==> config.mk <==
export PLATFORM = sky130hd
export DESIGN_NAME = button_gesture_classifier
export DESIGN_NICKNAME = d
export VERILOG_FILES = /design/src/sv/bgc_pkg.sv /design/src/sv/button_gesture_classifier.sv /design/src/sv/bgc_regs.sv /design/src/sv/bgc_classifier.sv /design/src/sv/bgc_out_buffer.sv
export SDC_FILE = /design/constraint.sdc
export NUM_CORES = 1
export LEC_CHECK = 0
export ABC_AREA = 0
export BUFFER_PORTS_ARGS = -buffer_cell sky130_fd_sc_hd__buf_2
export CAP_MARGIN = 40
export CELL_PAD_IN_SITES_DETAIL_PLACEMENT = 0
export CELL_PAD_IN_SITES_GLOBAL_PLACEMENT = 1
export CORE_ASPECT_RATIO = 1.25
export CORE_MARGIN = 3
export CORE_UTILIZATION = 48
export DETAILED_ROUTE_END_ITERATION = 8
export HOLD_SLACK_MARGIN = 0.1
export PLACE_DENSITY_LB_ADDON = 0.1
export RECOVER_POWER = 25
export SKIP_LAST_GASP = 1
export SYNTH_ARGS = -nofsm -noshare
export SYNTH_HDL_FRONTEND = slang
export SYNTH_SLANG_ARGS = --single-unit
==> constraint.sdc <==
create_clock -name clk -period 6.86 [get_ports clk]
set_clock_uncertainty 0.15 [all_clocks]
set_input_delay 1.372 -clock clk [delete_from_list [all_inputs] [get_ports clk]]
set_output_delay 1.372 -clock clk [all_outputs]
set_load 0.005 [all_outputs]
==> src/sv/bgc_pkg.sv <==
// ----------------------------------------------------------------------------
// bgc_pkg
// shared types and constants of the button gesture classifier
// ----------------------------------------------------------------------------
package bgc_pkg;

  // configuration register indexes (byte address = 4 * index)
  localparam logic [2:0] REG_SHORT_LIMIT = 3'd0;
  localparam logic [2:0] REG_LONG_LIMIT  = 3'd1;
  localparam logic [2:0] REG_HOLD_FIRST  = 3'd2;
  localparam logic [2:0] REG_HOLD_SECOND = 3'd3;
  localparam logic [2:0] REG_DOUBLE_GAP  = 3'd4;

  localparam int unsigned ADDR_W = 5;

  // register reset values
  localparam logic [15:0] SHORT_LIMIT_RST = 16'd400;
  localparam logic [15:0] LONG_LIMIT_RST  = 16'd2000;
  localparam logic [15:0] HOLD_FIRST_RST  = 16'd600;
  localparam logic [15:0] HOLD_SECOND_RST = 16'd4000;
  localparam logic [15:0] DOUBLE_GAP_RST  = 16'd600;

  // event codes
  localparam logic [2:0] EV_PRESSED     = 3'd0;
  localparam logic [2:0] EV_REL_SHORT   = 3'd1;
  localparam logic [2:0] EV_REL_MEDIUM  = 3'd2;
  localparam logic [2:0] EV_REL_LONG    = 3'd3;
  localparam logic [2:0] EV_RELEASED    = 3'd4;
  localparam logic [2:0] EV_DOUBLE      = 3'd5;
  localparam logic [2:0] EV_HOLD_FIRST  = 3'd6;
  localparam logic [2:0] EV_HOLD_SECOND = 3'd7;

  typedef struct packed {
    logic        raw_level;
    logic [31:0] now_ms;
  } in_t;

  typedef struct packed {
    logic [2:0] event_code;
    logic       last_of_run;
  } out_t;

  typedef struct packed {
    logic [15:0] short_limit_ms;
    logic [15:0] long_limit_ms;
    logic [15:0] hold_first_ms;
    logic [15:0] hold_second_ms;
    logic [15:0] double_gap_ms;
  } cfg_t;

  // events caused by one sample, oldest in codes[0]
  typedef struct packed {
    logic [1:0]      count;
    logic [2:0][2:0] codes;
  } run_t;

endpackage

==> src/sv/button_gesture_classifier.sv <==
// ----------------------------------------------------------------------------
// button_gesture_classifier
// press, release class, double click and hold events from button samples
// ----------------------------------------------------------------------------
// order: the first event of a sample is offered in the cycle after its request is taken
// throughput: one sample per cycle while each causes at most one event and
//   out_ready is high; a run of more events is shifted out of the result
//   register in order, the next sample enters as the last event leaves
// reset: rst synchronous, active high; thresholds to defaults, button released
module button_gesture_classifier (
  input  logic                       clk,
  input  logic                       rst,
  // sample channel
  input  logic                       in_valid,
  output logic                       in_ready,
  input  bgc_pkg::in_t               in_item,
  // event channel
  output logic                       out_valid,
  input  logic                       out_ready,
  output bgc_pkg::out_t              out_item,
  // configuration port
  input  logic                       psel,
  input  logic                       penable,
  input  logic                       pwrite,
  input  logic [bgc_pkg::ADDR_W-1:0] paddr,
  input  logic [31:0]                pwdata,
  output logic [31:0]                prdata,
  output logic                       pready
);

  bgc_pkg::cfg_t cfg;
  bgc_pkg::run_t run;
  logic          in_fire;

  // a request is taken whenever the result register can take its run;
  // samples causing no event still update the button state
  assign in_fire = in_valid && in_ready;

  // threshold registers
  bgc_regs u_regs (
    .clk     (clk),
    .rst     (rst),
    .psel    (psel),
    .penable (penable),
    .pwrite  (pwrite),
    .paddr   (paddr),
    .pwdata  (pwdata),
    .prdata  (prdata),
    .pready  (pready),
    .cfg     (cfg)
  );

  // button state and compare logic, state advances on each request
  bgc_classifier u_classifier (
    .clk    (clk),
    .rst    (rst),
    .accept (in_fire),
    .item   (in_item),
    .cfg    (cfg),
    .run    (run)
  );

  // result register, one event per cycle while out_ready is high, last_of_run marks the run end
  bgc_out_buffer u_out_buffer (
    .clk       (clk),
    .rst       (rst),
    .load      (in_fire),
    .run       (run),
    .can_load  (in_ready),
    .out_valid (out_valid),
    .out_ready (out_ready),
    .out_item  (out_item)
  );

`ifndef SYNTHESIS
  // an empty result register always takes a request
  a_ready_when_empty: assert property (@(posedge clk) disable iff (rst)
    !out_valid |-> in_ready)
    else $error("in_ready low with empty result register");

  // a request alongside a pending event only when that event ends its run
  a_ready_only_on_run_end: assert property (@(posedge clk) disable iff (rst)
    in_ready && out_valid |-> out_ready && out_item.last_of_run)
    else $error("in_ready high while a run is still being delivered");

  // an event that is not the last of its run is followed by another
  a_run_continues: assert property (@(posedge clk) disable iff (rst)
    out_valid && out_ready && !out_item.last_of_run |=> out_valid)
    else $error("run ended without last_of_run");
`endif

endmodule

==> src/sv/bgc_regs.sv <==
// ----------------------------------------------------------------------------
// bgc_regs
// apb register file holding the five 16-bit timing thresholds
// ----------------------------------------------------------------------------
module bgc_regs (
  input  logic                       clk,
  input  logic                       rst,
  input  logic                       psel,
  input  logic                       penable,
  input  logic                       pwrite,
  input  logic [bgc_pkg::ADDR_W-1:0] paddr,
  input  logic [31:0]                pwdata,
  output logic [31:0]                prdata,
  output logic                       pready,
  output bgc_pkg::cfg_t              cfg
);

  logic       wr_en;
  logic [2:0] idx;

  assign pready = 1'b1;
  assign idx    = paddr[4:2];
  assign wr_en  = psel && penable && pwrite && pready;

  always_ff @(posedge clk) begin
    if (rst) begin
      cfg.short_limit_ms <= bgc_pkg::SHORT_LIMIT_RST;
      cfg.long_limit_ms  <= bgc_pkg::LONG_LIMIT_RST;
      cfg.hold_first_ms  <= bgc_pkg::HOLD_FIRST_RST;
      cfg.hold_second_ms <= bgc_pkg::HOLD_SECOND_RST;
      cfg.double_gap_ms  <= bgc_pkg::DOUBLE_GAP_RST;
    end else if (wr_en) begin
      unique case (idx)
        bgc_pkg::REG_SHORT_LIMIT: cfg.short_limit_ms <= pwdata[15:0];
        bgc_pkg::REG_LONG_LIMIT:  cfg.long_limit_ms  <= pwdata[15:0];
        bgc_pkg::REG_HOLD_FIRST:  cfg.hold_first_ms  <= pwdata[15:0];
        bgc_pkg::REG_HOLD_SECOND: cfg.hold_second_ms <= pwdata[15:0];
        bgc_pkg::REG_DOUBLE_GAP:  cfg.double_gap_ms  <= pwdata[15:0];
        default: ;
      endcase
    end
  end

  always_comb begin
    unique case (idx)
      bgc_pkg::REG_SHORT_LIMIT: prdata = {16'd0, cfg.short_limit_ms};
      bgc_pkg::REG_LONG_LIMIT:  prdata = {16'd0, cfg.long_limit_ms};
      bgc_pkg::REG_HOLD_FIRST:  prdata = {16'd0, cfg.hold_first_ms};
      bgc_pkg::REG_HOLD_SECOND: prdata = {16'd0, cfg.hold_second_ms};
      bgc_pkg::REG_DOUBLE_GAP:  prdata = {16'd0, cfg.double_gap_ms};
      default:                  prdata = 32'd0;
    endcase
  end

endmodule

==> src/sv/bgc_classifier.sv <==
// ----------------------------------------------------------------------------
// bgc_classifier
// button state registers and the compare logic that turns one sample
// into its run of events
// ----------------------------------------------------------------------------
module bgc_classifier (
  input  logic          clk,
  input  logic          rst,
  input  logic          accept,
  input  bgc_pkg::in_t  item,
  input  bgc_pkg::cfg_t cfg,
  output bgc_pkg::run_t run
);

  logic        is_down,          is_down_next;
  logic [31:0] change_time,      change_time_next;
  logic [31:0] release_time,     release_time_next;
  logic        first_hold_done,  first_hold_done_next;
  logic        second_hold_done, second_hold_done_next;

  logic        pressed;
  logic [31:0] held;
  logic [31:0] gap;
  logic        hit_first;
  logic        hit_second;
  logic [2:0]  dur_code;

  assign pressed = !item.raw_level;
  assign held    = item.now_ms - change_time;
  assign gap     = item.now_ms - release_time;

  assign hit_first  = !first_hold_done  && (held > {16'd0, cfg.hold_first_ms});
  assign hit_second = !second_hold_done && (held > {16'd0, cfg.hold_second_ms});

  always_comb begin
    if (held < {16'd0, cfg.short_limit_ms}) begin
      dur_code = bgc_pkg::EV_REL_SHORT;
    end else if (held < {16'd0, cfg.long_limit_ms}) begin
      dur_code = bgc_pkg::EV_REL_MEDIUM;
    end else begin
      dur_code = bgc_pkg::EV_REL_LONG;
    end
  end

  always_comb begin
    run                   = '0;
    is_down_next          = is_down;
    change_time_next      = change_time;
    release_time_next     = release_time;
    first_hold_done_next  = first_hold_done;
    second_hold_done_next = second_hold_done;
    if (!is_down) begin
      if (pressed) begin
        run.count             = 2'd1;
        run.codes[0]          = bgc_pkg::EV_PRESSED;
        is_down_next          = 1'b1;
        change_time_next      = item.now_ms;
        first_hold_done_next  = 1'b0;
        second_hold_done_next = 1'b0;
      end
    end else if (!pressed) begin
      run.codes[0] = dur_code;
      run.codes[1] = bgc_pkg::EV_RELEASED;
      run.count    = 2'd2;
      if (gap < {16'd0, cfg.double_gap_ms}) begin
        run.codes[2] = bgc_pkg::EV_DOUBLE;
        run.count    = 2'd3;
      end
      is_down_next      = 1'b0;
      change_time_next  = item.now_ms;
      release_time_next = item.now_ms;
    end else begin
      // both holds in one sample: first then second
      if (hit_first && hit_second) begin
        run.codes[0] = bgc_pkg::EV_HOLD_FIRST;
        run.codes[1] = bgc_pkg::EV_HOLD_SECOND;
        run.count    = 2'd2;
      end else if (hit_first) begin
        run.codes[0] = bgc_pkg::EV_HOLD_FIRST;
        run.count    = 2'd1;
      end else if (hit_second) begin
        run.codes[0] = bgc_pkg::EV_HOLD_SECOND;
        run.count    = 2'd1;
      end
      if (hit_first) begin
        first_hold_done_next = 1'b1;
      end
      if (hit_second) begin
        second_hold_done_next = 1'b1;
      end
    end
  end

  always_ff @(posedge clk) begin
    if (rst) begin
      is_down          <= 1'b0;
      change_time      <= 32'd0;
      release_time     <= 32'd0;
      first_hold_done  <= 1'b0;
      second_hold_done <= 1'b0;
    end else if (accept) begin
      is_down          <= is_down_next;
      change_time      <= change_time_next;
      release_time     <= release_time_next;
      first_hold_done  <= first_hold_done_next;
      second_hold_done <= second_hold_done_next;
    end
  end

endmodule

==> src/sv/bgc_out_buffer.sv <==
// ----------------------------------------------------------------------------
// bgc_out_buffer
// result register holding one run of up to three events, shifted out
// one per cycle while out_ready is high
// ----------------------------------------------------------------------------
module bgc_out_buffer (
  input  logic          clk,
  input  logic          rst,
  input  logic          load,
  input  bgc_pkg::run_t run,
  output logic          can_load,
  output logic          out_valid,
  input  logic          out_ready,
  output bgc_pkg::out_t out_item
);

  logic [1:0]      cnt;
  logic [2:0][2:0] codes;
  logic            pop;

  assign out_valid            = (cnt != 2'd0);
  assign pop                  = out_valid && out_ready;
  assign out_item.event_code  = codes[0];
  assign out_item.last_of_run = (cnt == 2'd1);
  // a new run may enter once the last event of the current one leaves
  assign can_load             = (cnt == 2'd0) || ((cnt == 2'd1) && out_ready);

  always_ff @(posedge clk) begin
    if (rst) begin
      cnt <= 2'd0;
    end else if (load) begin
      cnt <= run.count;
    end else if (pop) begin
      cnt <= cnt - 2'd1;
    end
  end

  always_ff @(posedge clk) begin
    if (load) begin
      codes <= run.codes;
    end else if (pop) begin
      codes <= {3'd0, codes[2:1]};
    end
  end

endmodule
==> run_summary.xml, run 1 <==
<?xml version="1.0" encoding="UTF-8"?>
<metrics>
  <group name="power">
    <metric name="power_density" unit="mW/mm²">240</metric>
    <metric name="cellLeakagePower" unit="nW">5.27</metric>
    <metric name="max-vdd-ir-drop" unit="mV">0.163</metric>
    <metric name="finalPower" unit="W">0.00323</metric>
  </group>
  <group name="worst_setup_path">
    <metric name="cp_max_stage_cell" unit="">sky130_fd_sc_hd__a2111oi_0</metric>
    <metric name="worstPathRequired" unit="ns">6.89</metric>
    <metric name="timing.critical_path.cells" unit="">buf_2, ha_1, a21oi_1, nand2_1, o21ai_0, nand2_1, xnor2_1, ha_1, a21oi_1, o21ai_0, a2111oi_0, o22ai_1, o31ai_1, o22a_1, nor2_1, a21oi_1, or3b_1</metric>
    <metric name="arrival" unit="ns">5.79</metric>
    <metric name="critPathKind" unit="">in2reg</metric>
    <metric name="worst_path_largest_cell_delay" unit="ns">0.60</metric>
    <metric name="worst_path_most_repeated_cell" unit="">sky130_fd_sc_hd__a21oi_1</metric>
    <metric name="worstSetupStartpointType" unit="">input port</metric>
    <metric name="critical_path_peak_fanout" unit="">6</metric>
    <metric name="critPathCaptureType" unit="">register</metric>
  </group>
  <group name="floorplan">
    <metric name="pin_count" unit="">116</metric>
    <metric name="initial_utilization" unit="">0.496</metric>
    <metric name="floorplan.rows" unit="">64</metric>
    <metric name="die_height" unit="µm">185</metric>
    <metric name="fp.coreArea" unit="mm²">0.0248</metric>
    <metric name="die-area" unit="mm²">0.0276</metric>
    <metric name="die_x" unit="µm">149</metric>
  </group>
  <group name="status">
    <metric name="status" unit="">finished with violations</metric>
    <metric name="violations" unit="">capacitance limit, slew limit</metric>
  </group>
  <group name="clocking">
    <metric name="cts_sinks" unit="">156</metric>
    <metric name="cts_root_buf" unit="">sky130_fd_sc_hd__clkbuf_16</metric>
    <metric name="tritoncts" unit="">done</metric>
    <metric name="post_cts_resized" unit="">0</metric>
    <metric name="cts_buffers" unit="">17</metric>
    <metric name="postCtsHoldBufs" unit="">0</metric>
    <metric name="clkLatencyLatePin" unit="ns">0.44</metric>
    <metric name="clock_pin_slew_of_the_registers_on_the_worst_case_setup_and_hold_paths" unit="ns">0.06</metric>
    <metric name="clock_tree.htree_level_count" unit="">4</metric>
    <metric name="cts_buffer_depth" unit="">2</metric>
    <metric name="cts.repair_timing.setup_buffer_count" unit="">0</metric>
  </group>
  <group name="yosys">
    <metric name="syn-instance-count" unit="">1695</metric>
    <metric name="yosys.area.top_type_share" unit="">0.242</metric>
    <metric name="ys_ff_latch" unit="">156</metric>
    <metric name="synthesis.area" unit="mm²">0.0123</metric>
    <metric name="synth.largest_area_cell" unit="">sky130_fd_sc_hd__dfxtp_1</metric>
    <metric name="number_of_distinct_library_cells_after_synthesis" unit="">74</metric>
    <metric name="async_reset_ff_frac" unit="">0</metric>
    <metric name="synth_top_cells_by_area" unit="">sky130_fd_sc_hd__dfxtp_1, sky130_fd_sc_hd__ha_1, sky130_fd_sc_hd__nand2_1</metric>
    <metric name="yosys_warnings" unit="">0</metric>
    <metric name="ys.flop_type" unit="">sky130_fd_sc_hd__dfxtp_1</metric>
    <metric name="synth_seq_area_share" unit="">0.260</metric>
    <metric name="synth-edff-count" unit="">7</metric>
    <metric name="syn_avg_cell_area" unit="µm²">7.26</metric>
  </group>
  <group name="placement">
    <metric name="dp_hpwl" unit="µm">29100</metric>
    <metric name="place_congestion" unit="">0.956</metric>
    <metric name="post-place-ws" unit="ns">0.677</metric>
    <metric name="place_area" unit="mm²">0.0129</metric>
    <metric name="place.port_buffers" unit="">80</metric>
  </group>
  <group name="grt">
    <metric name="overflow" unit="">0</metric>
    <metric name="global_route_wire_length_before_repair" unit="µm">60600</metric>
    <metric name="track_usage" unit="">0.275</metric>
    <metric name="grt_antenna_before_repair" unit="">4</metric>
    <metric name="first_global_vias" unit="">11400</metric>
    <metric name="maximum_number_of_pins_on_one_net_before_global_route_repair" unit="">76</metric>
  </group>
  <group name="final_layout">
    <metric name="post_layout_util" unit="">0.541</metric>
    <metric name="syn2layout_area_growth" unit="%">9.26</metric>
    <metric name="final_area" unit="mm²">0.0134</metric>
    <metric name="post_route_cells_drive_above_1_share" unit="">0.0754</metric>
    <metric name="fill_cells" unit="">2551</metric>
    <metric name="final_net_count" unit="">1945</metric>
  </group>
  <group name="sta">
    <metric name="setup_violating_endpoint_count_in_the_final_report" unit="">0</metric>
    <metric name="setup_repair_after_global_routing_missed_its_margin" unit="">false</metric>
    <metric name="maxClockFrequency" unit="MHz">174</metric>
    <metric name="timing_max_transition_violations_final" unit="">92</metric>
    <metric name="layout_setup_ws" unit="ns">1.10</metric>
    <metric name="finalHoldViolations" unit="">0</metric>
    <metric name="min_period" unit="ns">5.76</metric>
    <metric name="relSlewSlack" unit="">-0.176</metric>
    <metric name="setup_total_negative_slack" unit="ns">0</metric>
    <metric name="tightestPinTransition" unit="ns">1.76</metric>
    <metric name="ratio_of_final_minimum_period_to_clock_period" unit="">0.839</metric>
  </group>
  <group name="routing">
    <metric name="first_pass_iters" unit="">5</metric>
    <metric name="detail-route-antenna-nets" unit="">0</metric>
    <metric name="initialDrtViolationCount" unit="">739</metric>
    <metric name="post-route-drc-count" unit="">0</metric>
    <metric name="routed_wirelength" unit="µm">37900</metric>
    <metric name="routed-via-count" unit="">11900</metric>
    <metric name="average_vias_per_placed_instance" unit="">5.75</metric>
    <metric name="wl_per_cell" unit="µm">18.3</metric>
  </group>
  <group name="worst_hold_path">
    <metric name="classification_of_the_worst_slack_hold_path" unit="">reg2reg</metric>
  </group>
  <group name="job">
    <metric name="maxCapViolations" unit="">3</metric>
  </group>
</metrics>
==> state kept, by name, indices dropped and copies added (netlist names) <==
name                           cells
u_classifier.is_down               1
u_regs.cfg                        80
u_out_buffer.out_item              3
u_out_buffer.codes                 4
u_classifier.first_hold_done       1
u_classifier.change_time          32
u_classifier.second_hold_done      1
u_classifier.release_time         32
u_out_buffer.cnt                   2
==> cells by family after synthesis <==
kind of cell | after synthesis | share of synthesized area
other | 2 | 0.000610
buffers and inverters | 259 | 0.0866
AO/OA/AOI/OAI | 516 | 0.263
adder cells (fa/ha/maj) | 143 | 0.147
AND/OR/NAND/NOR | 560 | 0.199
flip-flops | 156 | 0.260
XOR/XNOR | 37 | 0.0263
multiplexers | 22 | 0.0190
==> cell usage in the layout (no fill, tap or decap), types with 7 or more instances in the layout <==
master                      count
sky130_fd_sc_hd__nor3_1        14
sky130_fd_sc_hd__a211oi_1      10
sky130_fd_sc_hd__edfxtp_1       7
sky130_fd_sc_hd__buf_2         75
sky130_fd_sc_hd__nor4_1         7
sky130_fd_sc_hd__nand2_1      358
sky130_fd_sc_hd__nor2_1        70
sky130_fd_sc_hd__a21o_1        33
sky130_fd_sc_hd__o211ai_1      35
sky130_fd_sc_hd__nand2b_1       7
sky130_fd_sc_hd__clkbuf_1       9
sky130_fd_sc_hd__a21oi_1      225
sky130_fd_sc_hd__clkbuf_16     17
sky130_fd_sc_hd__a2111oi_0     11
sky130_fd_sc_hd__dfxtp_1      149
sky130_fd_sc_hd__a221o_1       17
sky130_fd_sc_hd__ha_1         141
sky130_fd_sc_hd__mux2i_1       20
sky130_fd_sc_hd__buf_4          9
sky130_fd_sc_hd__o21a_1        20
sky130_fd_sc_hd__or3_1          7
sky130_fd_sc_hd__and3_1        12
sky130_fd_sc_hd__xor2_1        11
sky130_fd_sc_hd__o21bai_1      12
sky130_fd_sc_hd__conb_1        17
sky130_fd_sc_hd__inv_1        162
sky130_fd_sc_hd__xnor2_1       26
sky130_fd_sc_hd__nand3_1       13
sky130_fd_sc_hd__nand4_1       30
sky130_fd_sc_hd__o21ai_0       77
sky130_fd_sc_hd__nor2b_1       12
sky130_fd_sc_hd__a31oi_1       12
==> final timing paths <==
check	from	to	slack, ns	cells past startpoint
min	u_classifier.change_time[27]	u_classifier.change_time[27]	0.30	2
max reg2reg	u_classifier.change_time[6]	u_out_buffer.out_item[2]	1.86	17
max	in_item[6]	u_out_buffer.out_item[2]	1.10	17
min reg2reg	u_classifier.change_time[27]	u_classifier.change_time[27]	0.30	2
==> layer usage <==
| metal | GRT usage | routed length [µm] |
|---|---|---|
| met3 | 0.0370 | 1390 |
| met1 | 0.326 | 15800 |
| met2 | 0.514 | 19900 |
| met5 | 0 | 21 |
| met4 | 0.0835 | 866 |
==> per-stage QoR <==
stage / hold slack (ns) / cells
floorplan: 0.286 / 1710
global placement: 0.291 / 2034
CTS: 0.305 / 2067
detailed placement: 0.296 / 2036
global route: 0.319 / 2069
finish: 0.304 / 2069
==> critical path: cells and delay by family <==
kind            cells  cell delay, ns
buf+inv             1            0.15
xor+xnor            1            0.47
compound gates      9            2.42
simple gates        4            0.67
fa+ha+maj           2            0.71
==> layout make-up <==
cell class | instances | area, µm² | area share
clock buffers | 23 | 488 | 0.0363
repair buffers | 93 | 508 | 0.0378
diodes | 2 | 5.00 | 0.000372
flip-flops and latches | 156 | 3190 | 0.238
inverters | 162 | 608 | 0.0452
well taps | 330 | 413 | 0.0307
clock inverters | 8 | 108 | 0.00801
multi-input cells | 1295 | 8120 | 0.604
==> where the power goes <==
part | total [W] | switching [W] | internal, W
Clock | 0.000986 | 0.000410 | 0.000576
Sequential | 0.00102 | 0.0000338 | 0.000983
Combinational | 0.00123 | 0.000757 | 0.000469
==> Yosys cell counts, types with 7 or more instances <==
| library cell | instances |
|---|---|
| sky130_fd_sc_hd__o21a_1 | 20 |
| sky130_fd_sc_hd__nor2_1 | 71 |
| sky130_fd_sc_hd__edfxtp_1 | 7 |
| sky130_fd_sc_hd__nor3_1 | 16 |
| sky130_fd_sc_hd__a221o_1 | 17 |
| sky130_fd_sc_hd__or3_1 | 7 |
| sky130_fd_sc_hd__inv_1 | 162 |
| sky130_fd_sc_hd__buf_4 | 20 |
| sky130_fd_sc_hd__and3_1 | 12 |
| sky130_fd_sc_hd__nand3_1 | 13 |
| sky130_fd_sc_hd__nand2_1 | 358 |
| sky130_fd_sc_hd__dfxtp_1 | 149 |
| sky130_fd_sc_hd__nand2b_1 | 7 |
| sky130_fd_sc_hd__clkbuf_1 | 65 |
| sky130_fd_sc_hd__nor4_1 | 7 |
| sky130_fd_sc_hd__a211oi_1 | 10 |
| sky130_fd_sc_hd__mux2i_1 | 20 |
| sky130_fd_sc_hd__xor2_1 | 11 |
| sky130_fd_sc_hd__a21oi_1 | 225 |
| sky130_fd_sc_hd__o21ai_0 | 77 |
| sky130_fd_sc_hd__a21o_1 | 33 |
| sky130_fd_sc_hd__o21bai_1 | 12 |
| sky130_fd_sc_hd__nor2b_1 | 12 |
| sky130_fd_sc_hd__a2111oi_0 | 11 |
| sky130_fd_sc_hd__a31oi_1 | 12 |
| sky130_fd_sc_hd__ha_1 | 141 |
| sky130_fd_sc_hd__nand4_1 | 30 |
| sky130_fd_sc_hd__o211ai_1 | 35 |
| sky130_fd_sc_hd__xnor2_1 | 26 |
No activity file was read; power rests on OpenSTA's default activity.
==> run 2, diff against run 1 <==
--- a/config.mk
+++ b/config.mk
@@ -12,7 +12,7 @@
 export CELL_PAD_IN_SITES_GLOBAL_PLACEMENT = 1
 export CORE_ASPECT_RATIO = 1.25
 export CORE_MARGIN = 3
-export CORE_UTILIZATION = 48
+export CORE_UTILIZATION = 40
 export DETAILED_ROUTE_END_ITERATION = 8
 export HOLD_SLACK_MARGIN = 0.1
 export PLACE_DENSITY_LB_ADDON = 0.1
==> constraint.sdc (replaced) <==
create_clock -name clk -period 5.2 [get_ports clk]
set_clock_uncertainty 0.15 [all_clocks]
set_input_delay 1.04 -clock clk [delete_from_list [all_inputs] [get_ports clk]]
set_output_delay 1.04 -clock clk [all_outputs]
set_load 0.005 [all_outputs]
==> run 2 against run 1 <==
- hold slack improved by 0.00058 ns
- routed wire length rose by 8.5%
- first-iteration DRC count rose by 4.1%
- largest power group unchanged
- non-clock buffer count rose by 128
- sequential cell count did not move
- the run still ends with capacitance limit, slew limit left
- final area rose by 8.4%
- worst setup slack got worse by 0.83 ns
- global-route usage fell by 2.7 points
- highest routed layer unchanged
==> run_summary.xml, run 2 (synthesis gave the netlist of run 1 again) <==
<?xml version="1.0" encoding="UTF-8"?>
<metrics>
  <group name="status">
    <metric name="status" unit="">finished with violations</metric>
    <metric name="violations" unit="">capacitance limit, slew limit</metric>
  </group>
  <group name="clocking">
    <metric name="cts_root_buf" unit="">sky130_fd_sc_hd__clkbuf_16</metric>
    <metric name="clock_pin_slew_of_the_registers_on_the_worst_case_setup_and_hold_paths" unit="ns">0.07</metric>
    <metric name="cts_sinks" unit="">156</metric>
    <metric name="cts_buffer_depth" unit="">2</metric>
    <metric name="clkLatencyLatePin" unit="ns">0.45</metric>
    <metric name="tritoncts" unit="">done</metric>
    <metric name="cts_buffers" unit="">17</metric>
    <metric name="clock_tree.htree_level_count" unit="">4</metric>
  </group>
  <group name="grt">
    <metric name="track_usage" unit="">0.248</metric>
    <metric name="overflow" unit="">0</metric>
    <metric name="maximum_number_of_pins_on_one_net_before_global_route_repair" unit="">64</metric>
    <metric name="first_global_vias" unit="">11900</metric>
    <metric name="grt_antenna_before_repair" unit="">2</metric>
    <metric name="global_route_wire_length_before_repair" unit="µm">64400</metric>
  </group>
  <group name="power">
    <metric name="cellLeakagePower" unit="nW">5.90</metric>
    <metric name="finalPower" unit="W">0.00446</metric>
    <metric name="power_density" unit="mW/mm²">306</metric>
    <metric name="max-vdd-ir-drop" unit="mV">0.179</metric>
  </group>
  <group name="final_layout">
    <metric name="layout_commonest_cell" unit="">sky130_fd_sc_hd__nand2_1</metric>
    <metric name="fin_cells" unit="">2268</metric>
    <metric name="post_route_cells_drive_above_1_share" unit="">0.146</metric>
    <metric name="largest_register_ffs" unit="">80</metric>
    <metric name="max_flop_register" unit="">u_regs.cfg</metric>
    <metric name="reg_top3" unit="">u_regs.cfg (80), u_classifier.change_time (32), u_classifier.release_time (32)</metric>
    <metric name="fill_cells" unit="">3145</metric>
    <metric name="final_net_count" unit="">2073</metric>
    <metric name="mostFrequentLayoutCells" unit="">sky130_fd_sc_hd__nand2_1, sky130_fd_sc_hd__a21oi_1, sky130_fd_sc_hd__inv_1, sky130_fd_sc_hd__dfxtp_1, sky130_fd_sc_hd__ha_1</metric>
    <metric name="syn2layout_area_growth" unit="%">18.4</metric>
  </group>
  <group name="worst_hold_path">
    <metric name="hold-path-cell-count" unit="">2</metric>
    <metric name="worstHoldEndpoint" unit="">u_classifier.release_time[18]</metric>
    <metric name="hold_path_startpoint" unit="">u_classifier.release_time[18]</metric>
    <metric name="classification_of_the_worst_slack_hold_path" unit="">reg2reg</metric>
  </group>
  <group name="routing">
    <metric name="post-route-drc-count" unit="">0</metric>
    <metric name="routed_wirelength" unit="µm">41100</metric>
    <metric name="average_vias_per_placed_instance" unit="">5.42</metric>
    <metric name="detail-route-antenna-nets" unit="">0</metric>
    <metric name="initialDrtViolationCount" unit="">769</metric>
    <metric name="wl_per_cell" unit="µm">18.1</metric>
    <metric name="first_pass_iters" unit="">5</metric>
    <metric name="routed-via-count" unit="">12300</metric>
  </group>
  <group name="sta">
    <metric name="ratio_of_final_minimum_period_to_clock_period" unit="">0.947</metric>
    <metric name="maxClockFrequency" unit="MHz">203</metric>
    <metric name="tightestPinTransition" unit="ns">1.53</metric>
    <metric name="setup_violating_endpoint_count_in_the_final_report" unit="">0</metric>
    <metric name="setup_repair_after_global_routing_missed_its_margin" unit="">false</metric>
    <metric name="finalHoldViolations" unit="">0</metric>
    <metric name="timing_max_transition_violations_final" unit="">33</metric>
    <metric name="relSlewSlack" unit="">-0.0204</metric>
    <metric name="min_period" unit="ns">4.93</metric>
  </group>
  <group name="worst_setup_path">
    <metric name="worstPathRequired" unit="ns">5.23</metric>
    <metric name="setup.reg_to_reg.worst_slack" unit="ns">0.66</metric>
    <metric name="critical_path_peak_fanout" unit="">3</metric>
    <metric name="critPathKind" unit="">in2reg</metric>
    <metric name="r2r_start" unit="">u_classifier.release_time[6]</metric>
    <metric name="regToRegEndpoint" unit="">u_out_buffer.codes[6]</metric>
    <metric name="worstSetupStartpointType" unit="">input port</metric>
    <metric name="arrival" unit="ns">4.96</metric>
    <metric name="critPathCaptureType" unit="">register</metric>
    <metric name="ff2ff_path_depth" unit="">20</metric>
    <metric name="timing.critical_path.cells" unit="">buf_2, inv_1, ha_1, fa_2, nor2b_2, o211ai_1, buf_4, a211o_1, and2_1, xnor2_2, ha_1, nand4_1, nor2_1, nand4_1, o31ai_1, o22a_1, nor2_1, a21oi_1, or3b_1</metric>
    <metric name="cp_max_stage_cell" unit="">sky130_fd_sc_hd__o31ai_1</metric>
    <metric name="worst_path_largest_cell_delay" unit="ns">0.51</metric>
  </group>
  <group name="floorplan">
    <metric name="fp.coreArea" unit="mm²">0.0302</metric>
    <metric name="die_height" unit="µm">202</metric>
    <metric name="die-area" unit="mm²">0.0329</metric>
    <metric name="pin_count" unit="">116</metric>
    <metric name="floorplan.rows" unit="">71</metric>
    <metric name="initial_utilization" unit="">0.407</metric>
    <metric name="die_x" unit="µm">163</metric>
  </group>
  <group name="job">
    <metric name="maxCapViolations" unit="">1</metric>
  </group>
  <group name="placement">
    <metric name="post-place-cells" unit="">2235</metric>
    <metric name="dp_hpwl" unit="µm">32400</metric>
    <metric name="place.port_buffers" unit="">80</metric>
    <metric name="place_congestion" unit="">0.907</metric>
  </group>
</metrics>
==> run 2: final cells by class <==
cell class / instances / area, µm² / area share
Antenna cell: 1 / 2.50 / 0.000172
Clock buffer: 19 / 464 / 0.0319
Clock inverter: 13 / 104 / 0.00713
Inverter: 162 / 608 / 0.0417
Multi-Input combinational cell: 1295 / 8150 / 0.560
Sequential cell: 156 / 3190 / 0.219
Tap cell: 401 / 502 / 0.0344
Timing Repair Buffer: 221 / 1540 / 0.106
==> run 2: how the worst max path moves through the flow <==
| stage | depth (start not counted) | endpoint | start |
|---|---|---|---|
| 6_report | 19 | u_out_buffer.out_item[2] | in_item[0] |
| 4_1_cts | 19 | u_out_buffer.out_item[2] | in_item[0] |
| 3_3_place_gp | 18 | u_out_buffer.codes[6] | in_item[6] |
| 2_1_floorplan | 19 | u_out_buffer.out_item[2] | in_item[0] |
| 5_1_grt | 18 | u_out_buffer.codes[6] | in_item[6] |
| 3_5_place_dp | 18 | u_out_buffer.codes[6] | in_item[6] |
==> run 2: metrics by stage <==
stage,cell area [µm²],utilization,hold WS [ns],setup slack [ns],TNS (ns)
floorplan,12400,-,0.286,0.354,0
global placement,13800,0.458,0.291,-0.361,-2.37
detailed placement,14000,0.463,0.296,-0.531,-2.94
CTS,14600,0.482,0.306,0.0728,0
global route,14600,0.482,0.322,0.0222,0
finish,14600,0.482,0.304,0.274,0
==> run 2: per-layer routing <==
layer / global-route usage / part of all wire
met4: 0.0743 / 0.026
met2: 0.458 / 0.52
met5: 0 / 0.00056
met1: 0.292 / 0.42
met3: 0.0390 / 0.040
==> run 2: report_power, final <==
group          switching [W]  internal (W)  leakage, nW
registers          0.0000448       0.00130         1.28
logic                0.00105      0.000805         4.35
clock network       0.000595      0.000663        0.270
==> run 2: repair_timing <==
action                                  4_1_cts  5_1_grt
pin swaps                                     0        2
hold buffers                                  0        0
endpoints found under the setup margin        2        9
gates resized for setup                       2       13
buffers inserted                              0        0
==> run 2: critical path: cells and delay by family <==
family | cells | cell delay, ns
adder cells (fa/ha/maj) | 3 | 0.90
XOR/XNOR | 1 | 0.18
buffers and inverters | 3 | 0.34
AO/OA/AOI/OAI | 5 | 1.35
AND/OR/NAND/NOR | 7 | 1.15
